**src/rtl/core/rt3_pkg.sv**
```systemverilog
// ----------------------------------------------------------------------------
// rt3_pkg - shared types and constants of the 3D rigid transform
// Function codes, configuration register indexes and the axis count.
// ----------------------------------------------------------------------------
package rt3_pkg;

  localparam int NUM_AXES        = 3;
  localparam int CFG_INDEX_WIDTH = 3;
  localparam int FUNC_WIDTH      = 2;

  typedef enum logic [FUNC_WIDTH-1:0] {
    FUNC_POSITION     = 2'd0,
    FUNC_DIRECTION    = 2'd1,
    FUNC_INV_POSITION = 2'd2,
    FUNC_INV_DIRECTION = 2'd3
  } func_t;

  typedef enum logic [CFG_INDEX_WIDTH-1:0] {
    CFG_MATRIX_ROW0 = 3'd0,
    CFG_MATRIX_ROW1 = 3'd1,
    CFG_MATRIX_ROW2 = 3'd2,
    CFG_SHIFT_X     = 3'd3,
    CFG_SHIFT_Y     = 3'd4,
    CFG_SHIFT_Z     = 3'd5
  } cfg_index_t;

endpackage

```
**src/rtl/core/rt3_lane.sv**
```systemverilog
// ----------------------------------------------------------------------------
// rt3_lane - one output component of the transform
// Three coefficient products, then their exact sum with the scaled offset.
// ----------------------------------------------------------------------------
module rt3_lane #(
  parameter int COORD_WIDTH = 32,
  parameter int COEF_WIDTH  = 16
) (
  input  logic                                  clk,
  input  logic                                  en,
  input  logic signed [COEF_WIDTH-1:0]          coef [rt3_pkg::NUM_AXES],
  input  logic signed [COORD_WIDTH:0]           vec  [rt3_pkg::NUM_AXES],
  input  logic signed [COORD_WIDTH-1:0]         offset,
  output logic signed [COEF_WIDTH+COORD_WIDTH+2:0] acc
);

  localparam int FRAC_SHIFT = COEF_WIDTH - 2;
  localparam int PW         = COEF_WIDTH + COORD_WIDTH + 1;
  localparam int AW         = COEF_WIDTH + COORD_WIDTH + 3;

  logic signed [PW-1:0]          prod_r   [rt3_pkg::NUM_AXES];
  logic signed [PW-1:0]          prod_nxt [rt3_pkg::NUM_AXES];
  logic signed [COORD_WIDTH-1:0] offset_r;
  logic signed [AW-1:0]          acc_r;
  logic signed [AW-1:0]          acc_nxt;

  always_comb begin
    for (int j = 0; j < rt3_pkg::NUM_AXES; j++) begin
      prod_nxt[j] = PW'(coef[j]) * PW'(vec[j]);
    end
  end

  // offset enters at the product scale, so the sum stays exact
  always_comb begin
    acc_nxt = AW'(prod_r[0]) + AW'(prod_r[1]) + AW'(prod_r[2])
            + (AW'(offset_r) <<< FRAC_SHIFT);
  end

  always_ff @(posedge clk) begin
    if (en) begin
      prod_r   <= prod_nxt;
      offset_r <= offset;
      acc_r    <= acc_nxt;
    end
  end

  assign acc = acc_r;

endmodule

```
**config.mk**
```make
export PLATFORM = sky130hd
export DESIGN_NAME = rt3_lane
export DESIGN_NICKNAME = d
export VERILOG_FILES = /design/src/rtl/core/rt3_pkg.sv /design/src/rtl/core/rt3_lane.sv
export SDC_FILE = /design/constraint.sdc
export NUM_CORES = 2
export LEC_CHECK = 0
export ABC_AREA = 1
export BUFFER_PORTS_ARGS = -buffer_cell sky130_fd_sc_hd__buf_4
export CORE_UTILIZATION = 60
export CTS_CLUSTER_SIZE = 16
export DETAILED_ROUTE_END_ITERATION = 8
export MAX_ROUTING_LAYER = met4
export PLACE_DENSITY = 0.8
export SLEW_MARGIN = 10
export SYNTH_ARGS = -nofsm -noshare
export SYNTH_HDL_FRONTEND = slang
export SYNTH_SLANG_ARGS = --single-unit
```
**constraint.sdc**
```tcl
create_clock -name clk -period 6.4 [get_ports clk]
set_input_delay 1.28 -clock clk [delete_from_list [all_inputs] [get_ports clk]]
set_output_delay 1.28 -clock clk [all_outputs]
set_load 0.03 [all_outputs]
```
==> run metrics <==
Total GRT Usage 0.363; Most Crowded Layer GR met2; FF+latch count, synth 230; WL per Instance about 18 um; grt met2 use 0.580; worst slew pin tran roughly 0.89 ns; M3 GR Usage 0.0471; # setup viols final 0; core area ~0.12 sq mm; fmax approximately 160 MHz; post-DP HPWL 188000 um; max_cap viols 0; setup ws final about 0.12 ns; Final ANT Viol Nets 0; placer congestion estimate approximately 1.0; vias in the first global route between 60k and 70k; crit end category register; Clk pin slew, worst setup/hold paths 0.06 ns; CP peak stage delay approximately 0.71 ns; Die W between 300 and 400 um; Startpoint Class primary input; drc violations 0; Longest Clk Path Bufs 3; H-tree Lvls 1; TritonCTS sink count 230; Crit path top cell by count fa_1; Root Buffer clkbuf_16; GRT overflow 0; Avg Inst Size Synth between 7 and 8 sq um; largest net degree at the start of global routing between 100 and 150; first-pass GRT wire length about 350000 um; # rows roughly 130; register area share after synthesis 0.0934; worst path required time 6.69 ns; CTS tree done; Port Buffers roughly 230; post-synth net total 12.0k; final worst-path cycle share 0.981; YS warnings 0; die area about 0.12 sq mm; slew margin rel. 0.407; via count roughly 63k; clk_skew 0.0120 ns; P&R area growth vs syn 13.4%; critical path arrival approximately 6.6 ns; most common cell after layout, fill and taps aside inv_1; # hold bufs at CTS 0; DRT Pass-1 Iters 8; Clk Latency, worst-skew pair roughly 0.54 ns; post-DR vias/cell 5.17; synth unique cells 28; 1st-iter DRT viols between 5k and 6k; Setup CP Type in2reg; number of placed I/O pins between 200 and 250; CP max stage cell fa_2; run status complete, no violations; Crit Path Max Fanout 17; endpoints failing hold 0; Initial Util 0.606; met1 GRT Util 0.492; RSZ-0062 raised after global routing true; Final nets around 13k; DRT Wirelength 213000 um; cell chain of the critical path buf_4 -> nand2_1 -> fa_1 -> inv_1 -> fa_2 -> buf_4 -> fa_1 -> fa_1 -> fa_1 -> fa_1 -> ha_1 -> nand2_1 -> inv_1 -> nand2_1 -> nor3_2 -> nand3_1 -> nand4_1 -> nand2_1; max-slew violations 0; TritonCTS buffer count 23; cells after synthesis between 9k and 10k; Die Ht about 350 um; Hold Path Class reg2reg; cell area after synthesis roughly 0.074 sq mm; commonest cells after routing, fill and taps aside 3066 x inv_1, 3053 x nand2_1, 1580 x fa_1; initial antenna violation count 9; Post-Place Setup Slack -0.645 ns; layout cells sized above 1 0.116; min Tclk post-route roughly 6.3 ns
cell families after synthesis:
family | after synthesis | synth area share
AO/OA/AOI/OAI | 182 | 0.0131
XOR/XNOR | 120 | 0.0142
flip-flops | 230 | 0.0934
adder cells (fa/ha/maj) | 1995 | 0.499
AND/OR/NAND/NOR | 3824 | 0.206
buffers and inverters | 3443 | 0.175
layout make-up:
cell class,instances,area [sq um]
Timing Repair Buffer,998,8070
Multi-Input combinational cell,6121,54500
Clock buffer,28,594
Tap cell,1625,2030
Clock inverter,14,153
Inverter,3073,11500
Sequential cell,230,6910
Antenna cell,8,20.0
Fill cell,9872,38200
flip-flops by register name, summed over array words and instances, names as in the netlist:
name      flops
acc          51
offset_r     32
prod_r      147
repair_timing:
| action | in CTS | in global routing |
|---|---|---|
| endpoints found under the setup margin | 6 | 75 |
| buffers inserted | 0 | 5 |
| pin swaps | 1 | 8 |
| resized for setup | 4 | 114 |
| hold endpoints to repair | 0 | 0 |
Yosys cell counts:
cell type / n / share of area
inv_1: 3066 / 0.16
nand2_1: 3062 / 0.16
fa_1: 1586 / 0.43
ha_1: 409 / 0.069
clkbuf_1: 366 / 0.019
nor2_1: 347 / 0.018
edfxtp_1: 230 / 0.093
nand3_1: 210 / 0.014
a21oi_1: 144 / 0.0098
xor2_1: 100 / 0.012
nand4_1: 64 / 0.0054
nor3_1: 41 / 0.0028
nor2_2: 29 / 0.0025
xnor2_1: 20 / 0.0024
nand2_2: 18 / 0.0015
o21ai_0: 17 / 0.0012
or2_2: 14 / 0.0012
nand3b_1: 12 / 0.0012
o21bai_1: 12 / 0.0012
nand3_2: 10 / 0.0014
nor3_2: 9 / 0.0012
a21o_1: 8 / 0.00081
inv_2: 7 / 0.00036
nor2_4: 6 / 0.00091
buf_1: 4 / 0.00020
a21oi_2: 1 / 0.00012
and2_1: 1 / 0.000085
nor3b_2: 1 / 0.00017
stage by stage:
stage / cells / hold slack (ns) / TNS, ns / utilization / area, sq um
floorplan: 9794 / 0.680 / -0.00414 / - / 74000
global placement: 12000 / 0.708 / -29.40 / 0.676 / 82500
detailed placement: 12000 / 0.747 / -35.90 / 0.676 / 82500
CTS: 12100 / 0.768 / 0 / 0.682 / 83300
global route: 12100 / 0.809 / -0.111 / 0.687 / 83800
finish: 12100 / 0.764 / 0 / 0.687 / 83800
worst max-delay path, delay by kind of cell:
family                     cells  cell delay (ns)
adders and majority gates      7             3.52
buffers and inverters          4             0.60
and+or+nand+nor                7             1.15
metal layers:
| metal | routed length, um | vias up |
|---|---|---|
| li1 | - | 28600 |
| met1 | 87800 | 30800 |
| met2 | 100000 | 2698 |
| met3 | 18100 | 499 |
| met4 | 6910 | 0 |
| met5 | 0 | - |
final timing paths:
kind	slack, ns	from	cells after the start	to
setup / recovery	0.12	coef[21]	18	prod_r[90]
hold / removal	0.76	prod_r[50]	2	acc[1]
setup reg to reg	2.64	prod_r[100]	12	acc[34]
hold reg to reg	0.76	prod_r[50]	2	acc[1]
Power is left out: the tool's default activity adds up to more than one toggle a clock period on the data nets, which glitch-free logic cannot reach.
