<file path="src/rtl/core/rt3_pkg.sv">
// ----------------------------------------------------------------------------
// rt3_pkg - shared types and constants of the 3D rigid transform
// Function codes, configuration register indexes and the axis count.
// ----------------------------------------------------------------------------
package rt3_pkg;

  localparam int NUM_AXES        = 3;
  localparam int CFG_INDEX_WIDTH = 3;
  localparam int FUNC_WIDTH      = 2;

  typedef enum logic [FUNC_WIDTH-1:0] {
    FUNC_POSITION     = 2'd0,
    FUNC_DIRECTION    = 2'd1,
    FUNC_INV_POSITION = 2'd2,
    FUNC_INV_DIRECTION = 2'd3
  } func_t;

  typedef enum logic [CFG_INDEX_WIDTH-1:0] {
    CFG_MATRIX_ROW0 = 3'd0,
    CFG_MATRIX_ROW1 = 3'd1,
    CFG_MATRIX_ROW2 = 3'd2,
    CFG_SHIFT_X     = 3'd3,
    CFG_SHIFT_Y     = 3'd4,
    CFG_SHIFT_Z     = 3'd5
  } cfg_index_t;

endpackage

</file>
<file path="src/rtl/core/rt3_merge.sv">
// ----------------------------------------------------------------------------
// rt3_merge - scale, saturate and combine the lane sums
// Arithmetic right shift, clip to the coordinate range, OR of clip flags.
// ----------------------------------------------------------------------------
module rt3_merge #(
  parameter int COORD_WIDTH = 32,
  parameter int COEF_WIDTH  = 16
) (
  input  logic                                     clk,
  input  logic                                     en,
  input  logic signed [COEF_WIDTH+COORD_WIDTH+2:0] acc [rt3_pkg::NUM_AXES],
  output logic signed [COORD_WIDTH-1:0]            res [rt3_pkg::NUM_AXES],
  output logic                                     saturated
);

  localparam int FRAC_SHIFT = COEF_WIDTH - 2;
  localparam int AW         = COEF_WIDTH + COORD_WIDTH + 3;
  localparam int SW         = AW - FRAC_SHIFT;
  localparam int TW         = SW - COORD_WIDTH + 1;

  logic signed [COORD_WIDTH-1:0] res_r   [rt3_pkg::NUM_AXES];
  logic signed [COORD_WIDTH-1:0] res_nxt [rt3_pkg::NUM_AXES];
  logic                          sat_r;
  logic                          sat_nxt;
  logic [SW-1:0]                 scaled  [rt3_pkg::NUM_AXES];
  logic [TW-1:0]                 top_bits[rt3_pkg::NUM_AXES];

  always_comb begin
    sat_nxt = 1'b0;
    for (int i = 0; i < rt3_pkg::NUM_AXES; i++) begin
      scaled[i]   = acc[i][AW-1:FRAC_SHIFT];
      top_bits[i] = scaled[i][SW-1:COORD_WIDTH-1];
      if ((&top_bits[i]) || !(|top_bits[i])) begin
        res_nxt[i] = scaled[i][COORD_WIDTH-1:0];
      end else begin
        sat_nxt = 1'b1;
        res_nxt[i] = scaled[i][SW-1] ? {1'b1, {(COORD_WIDTH-1){1'b0}}}
                                     : {1'b0, {(COORD_WIDTH-1){1'b1}}};
      end
    end
  end

  always_ff @(posedge clk) begin
    if (en) begin
      res_r <= res_nxt;
      sat_r <= sat_nxt;
    end
  end

  assign res       = res_r;
  assign saturated = sat_r;

endmodule

</file>
<file path="config.mk">
export PLATFORM = sky130hd
export DESIGN_NAME = rt3_merge
export DESIGN_NICKNAME = d
export VERILOG_FILES = /design/src/rtl/core/rt3_pkg.sv /design/src/rtl/core/rt3_merge.sv
export SDC_FILE = /design/constraint.sdc
export NUM_CORES = 1
export LEC_CHECK = 0
export ABC_CLOCK_PERIOD_IN_PS = 2700
export BUFFER_PORTS_ARGS = -buffer_cell sky130_fd_sc_hd__buf_4
export CORE_MARGIN = 10
export CORE_UTILIZATION = 33
export DETAILED_ROUTE_END_ITERATION = 16
export HOLD_SLACK_MARGIN = 0.05
export REMOVE_ABC_BUFFERS = 1
export SETUP_SLACK_MARGIN = 0.2
export SYNTH_ARGS = -nofsm -noshare
export SYNTH_HDL_FRONTEND = slang
export SYNTH_SLANG_ARGS = --single-unit
</file>
<file path="constraint.sdc">
create_clock -name clk -period 2.7 [get_ports clk]
set_input_delay 0.135 -clock clk [delete_from_list [all_inputs] [get_ports clk]]
set_output_delay 0.135 -clock clk [all_outputs]
set_load 0.01 [all_outputs]
</file>
==> metrics.md <==
| Metric | Value |
|---|---|
| Status | `finished, final reports clean` |
| Synth top cells by count | `edfxtp_1, a21o_1, a21o_2, buf_6` |
| Sequential-to-total area share from yosys stat | `0.718` |
| Die width | `~130 microns` |
| CTS tree | `yes` |
| CP Class | `in2reg` |
| Synth Flop Type | `edfxtp_1` |
| Top cells by area, synth | `edfxtp_1, a21o_1, a21o_2, buf_6, nor4_4` |
| Min Tclk post-route | `2070 ps` |
| Routed vias | `2,899` |
| Clock input transition at the sequential cells of the worst setup and hold paths | `60 ps` |
| GRT Total Usage | `0.130` |
| Number of top-level pins | `252` |
| Vias in the first global route | `3,236` |
| Req. time, crit path | `between 2000 and 3000 ps` |
| Clk buf depth | `2` |
| HPWL after DPL | `8360 microns` |
| Slew Limit Fails | `0` |
| Critical Path Source | `acc[50]` |
| CP max FO | `19` |
| WHS | `70.1 ps` |
| Antenna violations before repair | `0` |
| Setup bufs post-CTS | `0` |
| PortBufs | `about 210` |
| Net Sw Frac | `0.226` |
| Combinational share of power | `0.171` |
| Ys async rst share | `0` |
| Die height | `131 microns` |
| EDFF count, synth | `97` |
| P_leak | `2.97 nW` |
| Net Sw Power | `0.806 mW` |
| Reg power frac | `0.516` |
| Global-route wire length before repair | `approximately 17,000 microns` |
| Count leader, synth | `edfxtp_1` |
| Hold Vio Cnt, Final | `0` |
| Setup TNS Final | `0 ps` |
| Worst Hold Class | `in2reg` |
| Cts repair resizes | `0` |
| # DRC | `0` |
| Share of post-route cells with drive strength above 1 | `0.541` |
| CTS Sinks | `97` |
| DR iter-0 viols | `152` |
| Synth Cell Area | `between 4000 and 5000 sq um` |
| Seq cells post-synth | `97` |
| Starting Density | `0.338` |
| VDD IR-drop max | `315 uV` |
| Clock buffer count from CTS | `9` |
| Post-Synthesis Cells | `230` |
| PnR Total Power | `3.57 mW` |
| Slew margin rel. | `0.512` |
| Setup violators final | `0` |
| Wire length per cell | `18.3 microns` |
| RSZ-0062 raised after global routing | `false` |
| Routed vias/inst | `4.65` |
| Area Overhead vs Synth | `55.5%` |
| Largest net degree at the start of global routing | `60` |
| Unique masters post-synth | `17` |
| Pwr/cell area | `~570 nW/um^2` |
| WHS Path Cells | `2` |
| Fin area | `6310 sq um` |
| Rows | `40` |
| Root Buffer | `clkbuf_16` |
| Final nets | `between 600 and 700` |
| Setup crit start kind | `input pin` |
| Dpl cell area | `5670 sq um` |
| Syn_area_per_cell | `17.6 sq um` |
| Int Pwr | `between 2 and 3 mW` |
| Crit path DAT | `2280 ps` |
| Antenna Cells | `0` |
| Total grt overflow | `0` |
| Core area | `12,000 sq um` |
| Routed WL | `11,400 microns` |
| Routed Antenna Nets | `0` |
| Gpl congestion | `0.698` |
| CP endpoint kind | `flop` |
| Leading area contributor after synthesis | `edfxtp_1` |
| Transition time at the pin with the least slew margin | `733 ps` |
| Clock power share | `0.313` |
| Drt pass-1 iters | `4` |
| Final Cycle Share | `0.768` |
| DIE AREA | `17,100 sq um` |
| Top cell type's share of synthesized area | `0.718` |
| Worst Setup EP | `res[12]` |
| Max Cap Viol | `0` |
| H-tree levels | `3` |
| Synth warn | `0` |
| Fmax | `482 MHz` |
## cells in the final DEF, fill, tap and decap left out, types with 3 or more instances in the layout
cell type      netlist  routed
and4_4               3       3
and2_1               3       3
edfxtp_1            97      97
buf_4                3     213
nor2_1               3       3
clkinv_1             0       4
a21o_2              22      22
clkbuf_16            0       9
a21o_1              71      71
dlygate4sd3_1        1      38
a221oi_4             1       3
## final cells by class
| type | instances | area (sq um) |
|---|---|---|
| fill | 1030 | 5700 |
| multi-input combinational | 112 | 957 |
| tap | 147 | 184 |
| sequential | 97 | 2910 |
| clock buffer | 10 | 229 |
| timing repair buffer | 252 | 2000 |
| clock inverter | 6 | 25.0 |
## registers in the layout, summed over array words and instances, names as in the netlist
| signal | count |
|---|---|
| res | 96 |
| saturated | 1 |
## repair_timing
item,4_1_cts,5_1_grt
hold buffers,38,0
setup endpoints to repair,0,0
endpoints found under the hold margin,38,0
## worst min-delay path by stage
stage / startpoint / end / slack, ps
4_1_cts: acc[142] / res[90] / 50
3_3_place_gp: acc[101] / res[63] / 370
5_1_grt: acc[79] / res[46] / 50
3_5_place_dp: acc[101] / res[63] / 370
2_1_floorplan: acc[50] / res[31] / 230
6_report: acc[126] / res[74] / 70
## worst max-delay path, cell delays in order
cell and delay [ps]:
dlygate4sd3_1 550, buf_4 160, nor4_4 340, a22o_1 630
buf_4 320, a21o_1 150
## cells by family after synthesis
kind of cell | Yosys count | synth area share
compound gates | 99 | 0.200
flops | 97 | 0.718
buf+inv | 21 | 0.0515
simple gates | 13 | 0.0305
## metal layers
metal  vias up  share of wire  track usage
met4         0          0.017       0.0582
met3        16           0.13       0.0697
met5         -              0            0
li1       1382              -            -
met2       142           0.47        0.209
met1      1359           0.38        0.139
## power groups by stage
stage | combinational, mW | sequential (mW) | clock (mW)
finish | 0.610 | 1.84 | 1.12
global route | 0.658 | 1.85 | 1.21
CTS | 0.619 | 1.84 | 1.17
detailed placement | 0.573 | 1.87 | 0
global placement | 0.568 | 1.87 | 0
floorplan | 0.105 | 1.94 | 0
## stage by stage
| step | utilization | std cells | setup slack (ps) |
|---|---|---|---|
| floorplan | - | 209 | 967 |
| global placement | 0.472 | 570 | 850 |
| detailed placement | 0.472 | 570 | 841 |
| CTS | 0.525 | 624 | 611 |
| global route | 0.525 | 624 | 477 |
| finish | 0.525 | 624 | 625 |
Power figures use the tool's default switching activity.
